[src/ycbcr_nps_pkg.sv]
// Shared constants, register codes and interface types of the nearest palette search block.
`default_nettype none
package ycbcr_nps_pkg;

  localparam int PALETTE_ENTRIES_DEF = 256;

  // signed query color, 14 fraction bits
  localparam int CW  = 27;
  // chroma product width
  localparam int PW  = 26;
  // distance magnitude, square and sum widths
  localparam int MW  = 26;
  localparam int SQW = 52;
  localparam int DW  = 54;

  localparam logic [15:0] COEF_R_CR_RST  = 16'd22970;
  localparam logic [15:0] COEF_G_CB_RST  = 16'd5638;
  localparam logic [15:0] COEF_G_CR_RST  = 16'd11701;
  localparam logic [15:0] COEF_B_CB_RST  = 16'd29032;
  localparam logic [7:0]  WHITE_LUMA_RST = 8'd240;

  localparam logic [2:0] REG_COEF_R_CR  = 3'd0;
  localparam logic [2:0] REG_COEF_G_CB  = 3'd1;
  localparam logic [2:0] REG_COEF_G_CR  = 3'd2;
  localparam logic [2:0] REG_COEF_B_CB  = 3'd3;
  localparam logic [2:0] REG_WHITE_LUMA = 3'd4;

  localparam logic OP_WRITE = 1'b0;
  localparam logic OP_QUERY = 1'b1;

  // entry luma weights over 2^14
  localparam logic [13:0] LUMA_WR = 14'd4899;
  localparam logic [13:0] LUMA_WG = 14'd9617;
  localparam logic [13:0] LUMA_WB = 14'd1868;

  typedef struct packed {
    logic clear;
    logic rd_en;
    logic last;
  } walk_ctl_t;

  typedef struct packed {
    logic       done;
    logic       no_match;
    logic [7:0] best_index;
  } walk_res_t;

endpackage
`default_nettype wire

[src/ycbcr_nps_color.sv]
// Query color setup: YCbCr to fixed-point RGB in a product stage and a sum stage.
`default_nettype none
module ycbcr_nps_color (
  input  wire logic                                 clk,
  input  wire logic                                 start,
  input  wire logic                                 sum_en,
  input  wire logic [7:0]                           luma,
  input  wire logic [7:0]                           blue_diff,
  input  wire logic [7:0]                           red_diff,
  input  wire logic [15:0]                          coef_r_from_cr,
  input  wire logic [15:0]                          coef_g_from_cb,
  input  wire logic [15:0]                          coef_g_from_cr,
  input  wire logic [15:0]                          coef_b_from_cb,
  input  wire logic [7:0]                           white_luma,
  output logic signed [ycbcr_nps_pkg::CW-1:0]       q_r,
  output logic signed [ycbcr_nps_pkg::CW-1:0]       q_g,
  output logic signed [ycbcr_nps_pkg::CW-1:0]       q_b,
  output logic                                      white_hit
);

  logic signed [8:0]                     cb;
  logic signed [8:0]                     cr;
  logic signed [ycbcr_nps_pkg::PW-1:0]   p_r_cr;
  logic signed [ycbcr_nps_pkg::PW-1:0]   p_g_cb;
  logic signed [ycbcr_nps_pkg::PW-1:0]   p_g_cr;
  logic signed [ycbcr_nps_pkg::PW-1:0]   p_b_cb;
  logic [7:0]                            luma_q;
  logic signed [ycbcr_nps_pkg::CW-1:0]   y14;

  assign cb  = 9'($signed({1'b0, blue_diff}) - 9'sd128);
  assign cr  = 9'($signed({1'b0, red_diff}) - 9'sd128);
  assign y14 = $signed({5'b0, luma_q, 14'b0});

  always_ff @(posedge clk) begin
    if (start) begin
      p_r_cr <= $signed({1'b0, coef_r_from_cr}) * cr;
      p_g_cb <= $signed({1'b0, coef_g_from_cb}) * cb;
      p_g_cr <= $signed({1'b0, coef_g_from_cr}) * cr;
      p_b_cb <= $signed({1'b0, coef_b_from_cb}) * cb;
      luma_q <= luma;
    end
  end

  always_ff @(posedge clk) begin
    if (sum_en) begin
      q_r       <= y14 + ycbcr_nps_pkg::CW'(p_r_cr);
      q_g       <= y14 - ycbcr_nps_pkg::CW'(p_g_cb) - ycbcr_nps_pkg::CW'(p_g_cr);
      q_b       <= y14 + ycbcr_nps_pkg::CW'(p_b_cb);
      white_hit <= (luma_q == white_luma);
    end
  end

endmodule
`default_nettype wire

[config.mk]
export PLATFORM = sky130hd
export DESIGN_NAME = ycbcr_nps_color
export DESIGN_NICKNAME = d
export VERILOG_FILES = /design/src/ycbcr_nps_pkg.sv /design/src/ycbcr_nps_color.sv
export SDC_FILE = /design/constraint.sdc
export NUM_CORES = 2
export LEC_CHECK = 0
export BUFFER_PORTS_ARGS = -buffer_cell sky130_fd_sc_hd__clkbuf_2
export CORE_ASPECT_RATIO = 1.2
export CORE_MARGIN = 3
export CORE_UTILIZATION = 60
export DETAILED_ROUTE_END_ITERATION = 6
export PLACE_DENSITY = 0.79
export SETUP_SLACK_MARGIN = 0.5
export SLEW_MARGIN = 25
export SYNTH_ARGS = -nofsm -noshare
export SYNTH_HDL_FRONTEND = slang
export SYNTH_SLANG_ARGS = --single-unit
[constraint.sdc]
create_clock -name clk -period 15.7 [get_ports clk]
set_clock_uncertainty 0.2 [all_clocks]
set_input_delay 3.14 -clock clk [delete_from_list [all_inputs] [get_ports clk]]
set_output_delay 3.14 -clock clk [all_outputs]
set_load 0.005 [all_outputs]
==> impl_metrics.json <==
{
  "outcome": "completed",
  "placementRows": 84,
  "cts_root_buffer": "clkbuf_16",
  "synth_area_um2": 27000,
  "setup_tns_ps": 0,
  "drcViolationCount": 0,
  "min_path_cells": 0,
  "holdBufCountCts": 0,
  "post-synth-top-area-cell": "fa_1",
  "finalCriticalPeriod_ps": 8770,
  "firstDrtPassIters": 5,
  "dominantRegCellSynth": "edfxtp_1",
  "die-area_um2": 47600,
  "multi_input_area_um2": 19300,
  "cap_violations": 0,
  "core-area_um2": 44100,
  "hold_ws_ps": 224,
  "critical_path_class": "input pin to register",
  "cp.required_ps": 15840,
  "yosys_register_bits": 194,
  "synthesis.nets": 3461,
  "ys_seq_area_share_pct": 21.6,
  "syn2layout_area_growth_pct": 7.36,
  "grt-ovfl-total": 0,
  "seqCellArea_um2": 5830,
  "holdCritPathClass": "register to register",
  "h-tree-depth": 4,
  "num_io_pins": 181,
  "post_drt_via_cell_ratio": 5.77,
  "grt_start_max_net_pins": 76,
  "yosysUniqueCellTypes": 67,
  "slew-limit-headroom_pct": 38.4,
  "setup_viol": 0,
  "ant_nets": 0,
  "io_buffers": 180,
  "crit_fanout": 61,
  "grt_pass1_vias": 20800,
  "wirelength_mm": 61.8,
  "syn_avg_cell_area_um2": 10.3,
  "fin_nets": 3582,
  "antenna_found_initial": 0,
  "wl_per_cell_um": 18.6,
  "arrival_ps": 8910,
  "dpl.hpwl_mm": 49.1,
  "peakVddDrop_mv": 0.150,
  "vias": 19100,
  "synth_most_common_cell": "fa_1",
  "gp_congestion": 0.901,
  "ys.warnings.count": 0,
  "fillCellCount": 3411,
  "synth_area_leaders": "fa_1 30%, edfxtp_1 22%, ha_1 16%",
  "hold_start": "p_b_cb[11]",
  "worst_slew_pin_slew_ps": 924,
  "r2r-end": "q_g[25]",
  "gr-usage-all-layers_pct": 27.2,
  "min_to": "q_b[11]",
  "drv_slew": 0,
  "final_layout_size_suffix_gt1_share_pct": 9.04,
  "p_leak_uw": 0.0143,
  "clk_latency_ps": 480,
  "clkSlewWorstSetupHoldPaths_ps": 90,
  "die_w_um": 200,
  "synthTopCellsByCount": "407 x fa_1, 398 x inv_1, 335 x ha_1, 264 x nand2_1, 247 x and2_1",
  "period_share_pct": 55.9,
  "grt_pass1_wl_mm": 102,
  "antennaDiodeCount": 0,
  "start_kind": "input pin",
  "clockBufferDepth": 2,
  "reg2reg_depth": 12,
  "async_reset_ff_share_pct": 0,
  "die_h_um": 238,
  "reg2reg_slack_ps": 11710,
  "cts_resized": 0,
  "rr_startpoint": "p_g_cb[1]",
  "maxClockFrequency_ghz": 0.114,
  "first_iter_violations": 1015,
  "cts_made_buffers": 17,
  "tritoncts": "yes",
  "clkSinkCount": 194,
  "grt_setup_unrepaired": "false",
  "synth-edff-count": 194,
  "end_kind": "register",
  "synth_top_area_share_pct": 30.2,
  "cts_setup_buffers": 0,
  "initial_core_util_pct": 61.1,
  "finalHoldViolations": 0,
  "powerDensity_nw_per_um2": 197,
  "synthCells": 2620
}
## state kept, by name, indices dropped and copies added (netlist names)
name,flops
q_b,27
q_g,27
q_r,27
p_b_cb,26
p_g_cb,26
p_g_cr,26
p_r_cr,26
luma_q,8
white_hit,1
## per-stage QoR
stage / setup WS (ps) / instance area (µm²) / util [%] / cells / power [µW]
6_report: 6930 / 29000 / 65.6 / 3313 / 5690
5_1_grt: 6510 / 29000 / 65.6 / 3313 / 6270
4_1_cts: 6940 / 28900 / 65.6 / 3312 / 5720
3_5_place_dp: 6460 / 28300 / 64.2 / 3280 / 5190
3_3_place_gp: 6550 / 28300 / 64.2 / 3280 / 5080
2_1_floorplan: 7360 / 27000 / - / 2620 / 4140
## area by class of cell
type                    count  share of cell area, %
clock buffers              17                   1.47
clock inverters            15                  0.687
inverters                 398                   5.16
multi-input cells        1940                   66.7
flip-flops and latches    194                   20.1
well taps                 559                   2.41
repair buffers            190                   3.43
## worst max-delay path, cell delays in order
cell	delay (ps)
clkbuf_2	80
buf_4	520
inv_1	360
nand2_1	170
fa_1	450
fa_1	490
inv_1	50
fa_1	450
fa_1	490
inv_1	50
fa_1	470
inv_1	40
ha_1	320
and3_4	200
a2111oi_4	470
a31oi_2	190
a211oi_2	270
a21oi_2	120
or4_1	470
nand3_1	80
## placed cells by master (no fill, tap or decap), types with 22 or more instances in the layout
cell / count
ha_1: 335
inv_1: 398
clkbuf_2: 178
a21oi_1: 91
nand2_1: 264
nor2_1: 97
xor2_1: 37
o21a_1: 22
o21ai_0: 55
edfxtp_1: 194
and2_1: 247
fa_1: 407
a21o_1: 42
nor2b_1: 64
xnor2_1: 88
## report_power, final
| part | total, µW | leakage (µW) | internal [µW] | switching [µW] |
|---|---|---|---|---|
| registers | 1100 | 0.00190 | 1020 | 84.0 |
| clock network | 472 | 0.000301 | 234 | 238 |
| logic | 4120 | 0.0121 | 1770 | 2350 |
| total | 5690 | 0.0143 | 3030 | 2670 |
## layer usage
metal  vias up  part of all wire, %  GRT usage (%)
met5         -                    0              0
met3       141                  5.1           3.77
met1      9636                   37           31.3
met4         0                  4.3           11.9
li1       8720                    -              -
met2       603                   54           50.3
## logic make-up (layout without fill, tap and decap cells)
logic type                 Yosys count  after routing  share of synthesized area [%]
and+or+nand+nor                    768            768                           14.4
adders and majority gates          742            742                           45.7
buffers and inverters              486            620                           6.77
AOI/OAI and AO/OA                  304            304                           7.46
DFF                                194            194                           21.6
xor gates and xnor gates           125            125                           4.06
muxes                                1              1                         0.0371
## worst max-delay path by stage
| stage | cells after the start | end | slack [ps] | startpoint |
|---|---|---|---|---|
| 3_3_place_gp | 20 | p_g_cb[25] | 6550 | blue_diff[7] |
| 5_1_grt | 20 | p_b_cb[22] | 6510 | blue_diff[7] |
| 4_1_cts | 19 | p_g_cr[24] | 6940 | red_diff[7] |
| 3_5_place_dp | 19 | p_g_cr[24] | 6460 | red_diff[7] |
| 6_report | 20 | p_g_cb[25] | 6930 | blue_diff[7] |
| 2_1_floorplan | 18 | p_g_cb[25] | 7360 | blue_diff[0] |
(Power assumes the default switching activity.)
